$ cat src/tsts_pkg.sv
// ----------------------------------------------------------------------------
// tsts_pkg
// Types, codes and helpers shared by the timer slot table scheduler.
// ----------------------------------------------------------------------------
package tsts_pkg;

  localparam int TOPIC_COUNT = 16;
  localparam int OWNER_COUNT = 16;

  localparam logic [30:0] TMO_NONE = 31'h7FFF_FFFF;

  localparam logic REQ_TICK = 1'b0;
  localparam logic REQ_ADD  = 1'b1;

  localparam logic [1:0] STAT_OK   = 2'd0;
  localparam logic [1:0] STAT_FULL = 2'd1;
  localparam logic [1:0] STAT_ZERO = 2'd2;

  typedef struct packed {
    logic [30:0] dur;
    logic [30:0] rem;
    logic        per;
    logic [3:0]  topic;
    logic [3:0]  owner;
  } slot_t;

  typedef struct packed {
    logic start;
    logic step;
    logic load_sum;
  } ctrl_cmd_t;

  typedef struct packed {
    logic need_out;
    logic out_free;
    logic last_slot;
  } dp_stat_t;

  function automatic logic [3:0] clamp_topic(input logic [3:0] id);
    if (int'(id) >= TOPIC_COUNT) begin
      return 4'(TOPIC_COUNT - 1);
    end
    return id;
  endfunction

  function automatic logic [3:0] clamp_owner(input logic [3:0] id);
    if (int'(id) >= OWNER_COUNT) begin
      return 4'(OWNER_COUNT - 1);
    end
    return id;
  endfunction

endpackage

$ cat src/tsts_ctrl.sv
// ----------------------------------------------------------------------------
// tsts_ctrl
// Sequencer: take a request, sweep slots one per cycle unless held, summarize.
// ----------------------------------------------------------------------------
module tsts_ctrl (
  input  logic                  clk,
  input  logic                  rst,
  input  logic                  in_valid,
  output logic                  in_ready,
  input  tsts_pkg::dp_stat_t    stat,
  output tsts_pkg::ctrl_cmd_t   cmd
);
  import tsts_pkg::*;

  typedef enum logic [2:0] {
    ST_IDLE  = 3'b001,
    ST_SWEEP = 3'b010,
    ST_SUM   = 3'b100
  } state_t;

  state_t state, state_next;

  always_ff @(posedge clk) begin
    if (rst) begin
      state <= ST_IDLE;
    end else begin
      state <= state_next;
    end
  end

  always_comb begin
    state_next = state;
    cmd        = '0;
    in_ready   = 1'b0;
    case (state)
      ST_IDLE: begin
        in_ready = 1'b1;
        if (in_valid) begin
          cmd.start  = 1'b1;
          state_next = ST_SWEEP;
        end
      end
      ST_SWEEP: begin
        // hold while an expiry item waits for the output register
        if (!stat.need_out || stat.out_free) begin
          cmd.step = 1'b1;
          if (stat.last_slot) begin
            state_next = ST_SUM;
          end
        end
      end
      ST_SUM: begin
        if (stat.out_free) begin
          cmd.load_sum = 1'b1;
          state_next   = ST_IDLE;
        end
      end
      default: begin
        state_next = ST_IDLE;
      end
    endcase
  end

endmodule

$ cat src/tsts_dpath.sv
// ----------------------------------------------------------------------------
// tsts_dpath
// Slot memory, active bits, aging arithmetic, running minimum and output
// register.
// ----------------------------------------------------------------------------
module tsts_dpath #(
  parameter int TIMER_SLOTS = 16
) (
  input  logic                  clk,
  input  logic                  rst,
  input  tsts_pkg::ctrl_cmd_t   cmd,
  output tsts_pkg::dp_stat_t    stat,
  input  logic                  req_type,
  input  logic [30:0]           elapsed_ms,
  input  logic [30:0]           new_duration_ms,
  input  logic                  new_periodic,
  input  logic [3:0]            new_topic,
  input  logic [3:0]            new_owner,
  output logic                  out_valid,
  input  logic                  out_ready,
  output logic                  is_expiry,
  output logic [3:0]            expired_topic,
  output logic [3:0]            expired_owner,
  output logic [1:0]            add_status,
  output logic                  next_valid,
  output logic [30:0]           next_timeout_ms,
  output logic                  last
);
  import tsts_pkg::*;

  localparam int IDX_W = (TIMER_SLOTS > 1) ? $clog2(TIMER_SLOTS) : 1;
  localparam int CNT_W = $clog2(TIMER_SLOTS + 1);

  slot_t                  mem [TIMER_SLOTS];
  slot_t                  rdata;
  slot_t                  new_slot;
  slot_t                  cur;
  slot_t                  wdata;
  logic [TIMER_SLOTS-1:0] active;
  logic [CNT_W-1:0]       count;
  logic [IDX_W-1:0]       idx;
  logic [IDX_W-1:0]       rd_addr;
  logic                   rd_en;
  logic [30:0]            elapsed;
  logic [1:0]             status;
  logic                   age;
  logic                   add_pend;
  logic [30:0]            shortest;
  logic                   found;

  logic [1:0]             status_next;
  logic                   place;
  logic                   cur_act;
  logic [31:0]            diff;
  logic                   expire;
  logic                   keep;
  logic                   freed;
  logic [30:0]            rem_new;
  logic                   out_free;

  // request decode at accept
  always_comb begin
    status_next = STAT_OK;
    if (req_type == REQ_ADD) begin
      if (new_duration_ms == '0) begin
        status_next = STAT_ZERO;
      end else if (count == CNT_W'(TIMER_SLOTS)) begin
        status_next = STAT_FULL;
      end
    end
  end

  // per-slot aging
  always_comb begin
    place   = add_pend && !active[idx];
    cur_act = active[idx] || place;
    cur     = place ? new_slot : rdata;
    diff    = {1'b0, cur.rem} - {1'b0, elapsed};
    expire  = cur_act && age && (diff[31] || (diff == '0));
    freed   = expire && !cur.per;
    keep    = cur_act && !freed;
    if (!age) begin
      rem_new = cur.rem;
    end else if (expire) begin
      rem_new = cur.dur;
    end else begin
      rem_new = diff[30:0];
    end
    wdata     = cur;
    wdata.rem = rem_new;
  end

  assign out_free       = !out_valid || out_ready;
  assign stat.need_out  = expire;
  assign stat.out_free  = out_free;
  assign stat.last_slot = (idx == IDX_W'(TIMER_SLOTS - 1));

  assign rd_en   = cmd.start || (cmd.step && !stat.last_slot);
  assign rd_addr = cmd.start ? '0 : idx + 1'b1;

  always_ff @(posedge clk) begin
    if (rd_en) begin
      rdata <= mem[rd_addr];
    end
    if (cmd.step && keep) begin
      mem[idx] <= wdata;
    end
  end

  always_ff @(posedge clk) begin
    if (cmd.start) begin
      elapsed        <= elapsed_ms;
      new_slot.dur   <= new_duration_ms;
      new_slot.rem   <= new_duration_ms;
      new_slot.per   <= new_periodic;
      new_slot.topic <= clamp_topic(new_topic);
      new_slot.owner <= clamp_owner(new_owner);
      status         <= status_next;
      age            <= (status_next == STAT_OK);
      shortest       <= TMO_NONE;
    end else if (cmd.step && keep && (rem_new <= shortest)) begin
      shortest <= rem_new;
    end
  end

  always_ff @(posedge clk) begin
    if (rst) begin
      active   <= '0;
      count    <= '0;
      idx      <= '0;
      add_pend <= 1'b0;
      found    <= 1'b0;
    end else if (cmd.start) begin
      idx      <= '0;
      add_pend <= (req_type == REQ_ADD) && (status_next == STAT_OK);
      found    <= 1'b0;
    end else if (cmd.step) begin
      idx         <= idx + 1'b1;
      active[idx] <= keep;
      if (place) begin
        add_pend <= 1'b0;
      end
      if (place && !freed) begin
        count <= count + 1'b1;
      end else if (!place && freed) begin
        count <= count - 1'b1;
      end
      if (keep) begin
        found <= 1'b1;
      end
    end
  end

  // output register
  always_ff @(posedge clk) begin
    if (rst) begin
      out_valid <= 1'b0;
    end else if ((cmd.step && expire) || cmd.load_sum) begin
      out_valid <= 1'b1;
    end else if (out_ready) begin
      out_valid <= 1'b0;
    end
  end

  always_ff @(posedge clk) begin
    if (cmd.step && expire) begin
      is_expiry       <= 1'b1;
      expired_topic   <= cur.topic;
      expired_owner   <= cur.owner;
      add_status      <= status;
      next_valid      <= 1'b0;
      next_timeout_ms <= '0;
      last            <= 1'b0;
    end else if (cmd.load_sum) begin
      is_expiry       <= 1'b0;
      expired_topic   <= '0;
      expired_owner   <= '0;
      add_status      <= status;
      next_valid      <= found;
      next_timeout_ms <= shortest;
      last            <= 1'b1;
    end
  end

endmodule

$ cat src/timer_slot_table_scheduler.sv
// ----------------------------------------------------------------------------
// timer_slot_table_scheduler
// Timer slot table: add timers, age all slots, report expiries and the
// shortest remaining time.
//
//   channel  direction  handshake            payload
//   in       input      in_valid / in_ready  req_type, elapsed_ms,
//                                            new_duration_ms, new_periodic,
//                                            new_topic, new_owner
//   out      output     out_valid/out_ready  is_expiry, expired_topic,
//                                            expired_owner, add_status,
//                                            next_valid, next_timeout_ms, last
//
// An item is handled in steps: accept it and read slot 0, then step through
// every slot of the slot memory (one read and one write per slot), then emit
// the summary.
// The sweep stalls on an expiry item for as long as the output register stays
// full. in_ready is high only between items; the summary may still wait in
// the output register while the next item is accepted.
// Reset clears the active bits and the slot count; slot memory is not
// cleared.
// ----------------------------------------------------------------------------
module timer_slot_table_scheduler #(
  parameter int TIMER_SLOTS = 16
) (
  input  logic        clk,
  input  logic        rst,
  input  logic        in_valid,
  output logic        in_ready,
  input  logic        req_type,
  input  logic [30:0] elapsed_ms,
  input  logic [30:0] new_duration_ms,
  input  logic        new_periodic,
  input  logic [3:0]  new_topic,
  input  logic [3:0]  new_owner,
  output logic        out_valid,
  input  logic        out_ready,
  output logic        is_expiry,
  output logic [3:0]  expired_topic,
  output logic [3:0]  expired_owner,
  output logic [1:0]  add_status,
  output logic        next_valid,
  output logic [30:0] next_timeout_ms,
  output logic        last
);
  import tsts_pkg::*;

  ctrl_cmd_t cmd;
  dp_stat_t  stat;

  tsts_ctrl u_ctrl (
    .clk      (clk),
    .rst      (rst),
    .in_valid (in_valid),
    .in_ready (in_ready),
    .stat     (stat),
    .cmd      (cmd)
  );

  tsts_dpath #(
    .TIMER_SLOTS (TIMER_SLOTS)
  ) u_dpath (
    .clk             (clk),
    .rst             (rst),
    .cmd             (cmd),
    .stat            (stat),
    .req_type        (req_type),
    .elapsed_ms      (elapsed_ms),
    .new_duration_ms (new_duration_ms),
    .new_periodic    (new_periodic),
    .new_topic       (new_topic),
    .new_owner       (new_owner),
    .out_valid       (out_valid),
    .out_ready       (out_ready),
    .is_expiry       (is_expiry),
    .expired_topic   (expired_topic),
    .expired_owner   (expired_owner),
    .add_status      (add_status),
    .next_valid      (next_valid),
    .next_timeout_ms (next_timeout_ms),
    .last            (last)
  );

`ifndef SYNTHESIS
  a_busy_after_accept: assert property (@(posedge clk) disable iff (rst)
    (in_valid && in_ready) |=> !in_ready)
    else $error("in_ready high right after accept");

  a_expiry_xor_last: assert property (@(posedge clk) disable iff (rst)
    out_valid |-> (is_expiry != last))
    else $error("item is neither expiry nor summary");

  a_expiry_no_timeout: assert property (@(posedge clk) disable iff (rst)
    (out_valid && is_expiry) |-> (!next_valid && (next_timeout_ms == '0)))
    else $error("expiry item carries summary fields");

  a_idle_timeout: assert property (@(posedge clk) disable iff (rst)
    (out_valid && !is_expiry && !next_valid) |-> (next_timeout_ms == TMO_NONE))
    else $error("empty table summary timeout wrong");

  a_cmd_onehot: assert property (@(posedge clk) disable iff (rst)
    $onehot0(cmd))
    else $error("controller issued overlapping commands");
`endif

endmodule

$ cat config.mk
export PLATFORM = sky130hd
export DESIGN_NAME = timer_slot_table_scheduler
export DESIGN_NICKNAME = d
export VERILOG_FILES = /design/src/tsts_pkg.sv /design/src/tsts_ctrl.sv /design/src/tsts_dpath.sv /design/src/timer_slot_table_scheduler.sv
export SDC_FILE = /design/constraint.sdc
export NUM_CORES = 2
export LEC_CHECK = 0
export BUFFER_PORTS_ARGS = -buffer_cell sky130_fd_sc_hd__clkbuf_2
export CAP_MARGIN = 20
export CORE_AREA = 2 2 509 511
export CTS_CLUSTER_DIAMETER = 50
export DETAILED_ROUTE_END_ITERATION = 6
export DIE_AREA = 0 0 511 513
export SLEW_MARGIN = 20
export SYNTH_ARGS = -nofsm -noshare
export SYNTH_HDL_FRONTEND = slang
export SYNTH_SLANG_ARGS = --single-unit
$ cat constraint.sdc
create_clock -name clk -period 12.4 [get_ports clk]
set_input_delay 1.24 -clock clk [delete_from_list [all_inputs] [get_ports clk]]
set_output_delay 1.24 -clock clk [all_outputs]
set_load 0.01 [all_outputs]
==> impl_metrics.env <==
export IMPL_yosysUniqueCellTypes=89
export IMPL_critPathSlowestCell="dfxtp_4"
export IMPL_syn_area_um2=58800
export IMPL_ant_nets=0
export IMPL_synth_top_area_share_pct=66.0
export IMPL_setup_viol=0
export IMPL_setup_tns_ps=0
export IMPL_grt_overflow=0
export IMPL_fin_ws_ps=1140
export IMPL_routed_wl_mm=183
export IMPL_grt_util_all_layers_pct=13.5
export IMPL_design_power_total_w=0.0112
export IMPL_wl_per_cell_um=23.2
export IMPL_grt_pass1_vias=36400
export IMPL_synth_flop_cell="edfxtp_1"
export IMPL_drive_gt1_share_pct=13.0
export IMPL_clkSlewWorstSetupHoldPaths_ps=60
export IMPL_rows=186
export IMPL_hold_depth=0
export IMPL_fmax_mhz=88.8
export IMPL_min_to="u_dpath.add_status[1]$_DFFE_PP_"
export IMPL_grt_pass1_wl_mm=262
export IMPL_power_leakage_nw=22.5
export IMPL_end_kind="register"
export IMPL_yosysWarnings=0
export IMPL_final_cell_area_um2=68200
export IMPL_dpl_cell_area_um2=63100
export IMPL_yosys_top_cells_count="edfxtp_1 (1291), nand2_1 (548), o21ai_0 (339)"
export IMPL_cts_sinks=1387
export IMPL_postCtsHoldBufs=0
export IMPL_hold_violations=0
export IMPL_drtIter0Drc=4308
export IMPL_fp_dieW_um=511
export IMPL_maxCapViolCount=0
export IMPL_post_cts_buffers=0
export IMPL_via_per_inst=4.85
export IMPL_crit_required_ps=13110
export IMPL_cts_tree="yes"
export IMPL_cts_made_buffers=150
export IMPL_hpwl_mm=108
export IMPL_clk_latency_ps=820
export IMPL_powerDensity_nw_per_um2=165
export IMPL_synth_edff_count=1291
export IMPL_yosys_area_top_type="edfxtp_1"
export IMPL_cpPeakStageDelay_ps=800
export IMPL_finalCriticalPeriod_ps=11260
export IMPL_regArea_um2=40700
export IMPL_area_growth_pct=16.0
export IMPL_avgSynthCellArea_um2=13.5
export IMPL_grt_setup_unrepaired="no"
export IMPL_startpoint_type="register"
export IMPL_post_place_ws_ps=1270
export IMPL_dieArea_um2=262000
export IMPL_final_nets=4523
export IMPL_hp_start="u_dpath.status[1]$_DFFE_PP_"
export IMPL_ctsResizeCount=0
export IMPL_status="completed"
export IMPL_multi_input_area_um2=16500
export IMPL_synth_most_common_cell="edfxtp_1"
export IMPL_worstPathArrival_ps=11970
export IMPL_regToRegSetupSlack_ps=1140
export IMPL_r2r_start="u_dpath.idx[0]$_SDFFE_PP0P_"
export IMPL_grt_max_degree=174
export IMPL_ys_ff_latch=1387
export IMPL_relSlewSlack_pct=23.2
export IMPL_skew_ps=59.6
export IMPL_start_util_pct=22.9
export IMPL_synth_fp_nets=4502
export IMPL_clk_path_buf_depth=3
export IMPL_drv_slew=0
export IMPL_nFillCells=26000
export IMPL_r2r_cells=28
export IMPL_r2r_end="u_dpath.shortest[3]$_SDFFE_PP1P_"
export IMPL_cts_max_level=4
export IMPL_synth_cells=4354
export IMPL_crit_fanout=71
export IMPL_io_pins=122
export IMPL_critPathKind="register to register"
export IMPL_worstMarginPinSlew_ps=1150
export IMPL_core_um2=256000
export IMPL_globalplace_congestion=0.918
export IMPL_vias=38300
export IMPL_min_period_over_period_pct=90.8
export IMPL_dr_pass1_iters=6
export IMPL_die_h_um=513
export IMPL_synth_top_cells_by_area="edfxtp_1 (66%), nand2_1 (3.5%), dfxtp_1 (3.3%)"
export IMPL_io_buffers=121
export IMPL_async_reset_ff_share_pct=0
export IMPL_synth_seq_area_share_pct=69.2
export IMPL_ir_drop_uv=151
export IMPL_hold_ws_ps=421
export IMPL_drc_errors=0
export IMPL_cts_root_buf="clkbuf_16"
export IMPL_hp_class="register to register"
export IMPL_antenna_found_initial=7
## critical path: cells and delay by family (launching register included)
family | cells | cell delay, ps
DFF | 1 | 800
adders and majority gates | 3 | 910
muxes | 4 | 1880
AOI/OAI and AO/OA | 7 | 2640
buffers and inverters | 3 | 790
and+or+nand+nor | 10 | 3870
xor gates and xnor gates | 1 | 190
## how the worst max path moves through the flow
stage | start | endpoint | slack (ps) | cells after the start
4_1_cts | u_dpath.idx[0]$_SDFFE_PP0P_ | u_dpath.shortest[3]$_SDFFE_PP1P_ | 1220 | 28
2_1_floorplan | u_dpath.idx[0]$_SDFFE_PP0P_ | u_dpath.mem[14][0]$_DFFE_PP_ | 3810 | 22
6_report | u_dpath.idx[0]$_SDFFE_PP0P_ | u_dpath.shortest[3]$_SDFFE_PP1P_ | 1140 | 28
3_3_place_gp | u_dpath.idx[0]$_SDFFE_PP0P_ | u_dpath.shortest[3]$_SDFFE_PP1P_ | 1090 | 28
3_5_place_dp | u_dpath.idx[0]$_SDFFE_PP0P_ | u_dpath.shortest[3]$_SDFFE_PP1P_ | 1270 | 28
5_1_grt | u_dpath.idx[0]$_SDFFE_PP0P_ | u_dpath.shortest[3]$_SDFFE_PP1P_ | 570 | 27
## layout make-up
cell class	count	share of cell area, %
well taps	3384	6.21
repair buffers	198	1.80
diodes	3	0.0110
inverters	110	0.627
clock inverters	97	1.59
flip-flops and latches	1387	59.7
multi-input cells	2528	24.3
clock buffers	179	5.85
## routing by layer
metal | wire, µm | up-vias | GRT usage [%] | share of wire [%]
met5 | 0 | - | 0 | 0
met4 | 9500 | 0 | 6.95 | 5.2
met3 | 13500 | 304 | 2.13 | 7.4
met2 | 85200 | 1584 | 21.6 | 46
met1 | 75100 | 19500 | 17.6 | 41
li1 | - | 16800 | - | -
## state kept, by name, indices dropped and copies added (netlist names)
signal / flops
u_dpath.mem: 1136
u_dpath.rdata: 71
u_dpath.new_slot: 40
u_dpath.elapsed: 31
u_dpath.next_timeout_ms: 31
u_dpath.shortest: 31
u_dpath.active: 16
u_dpath.count: 5
u_dpath.expired_owner: 4
u_dpath.expired_topic: 4
u_dpath.idx: 4
u_ctrl.state: 3
u_dpath.add_status: 2
u_dpath.status: 2
u_dpath.add_pend: 1
u_dpath.age: 1
u_dpath.found: 1
u_dpath.is_expiry: 1
u_dpath.last: 1
u_dpath.next_valid: 1
u_dpath.out_valid: 1
## cells by family (layout without fill, tap and decap cells)
family	count (synthesis)	in the layout	share of synthesized area (%)
AO/OA/AOI/OAI	1080	1080	12.1
buffers and inverters	439	584	2.96
adder cells (fa/ha/maj)	72	72	1.56
other	0	3	0
AND/OR/NAND/NOR	1267	1267	10.8
XOR/XNOR	21	21	0.313
flip-flops	1387	1387	69.2
multiplexers	88	88	3.13
## stage by stage
stage,cells,util (%)
6_report,7886,26.6
5_1_grt,7884,26.6
4_1_cts,7882,26.6
3_5_place_dp,7606,24.6
3_3_place_gp,7606,24.6
2_1_floorplan,4354,-
## placed cells by master (no fill, tap or decap), types with 89 or more instances in the layout
master,netlist,layout
edfxtp_1,1291,1291
nand2_1,548,546
o21ai_0,339,339
or3_1,291,291
o211ai_1,156,156
clkbuf_16,0,155
a31oi_1,153,153
a211oi_1,150,150
and3_1,147,147
clkbuf_2,0,121
inv_1,108,106
dfxtp_1,96,95
nor2_1,108,89
## where the power goes
group	switching, W	total [W]	internal (W)
sequential	0.0000421	0.00545	0.00540
combinational	0.000901	0.00121	0.000305
clock	0.00197	0.00457	0.00260
No activity file was read; power rests on OpenSTA's default activity.
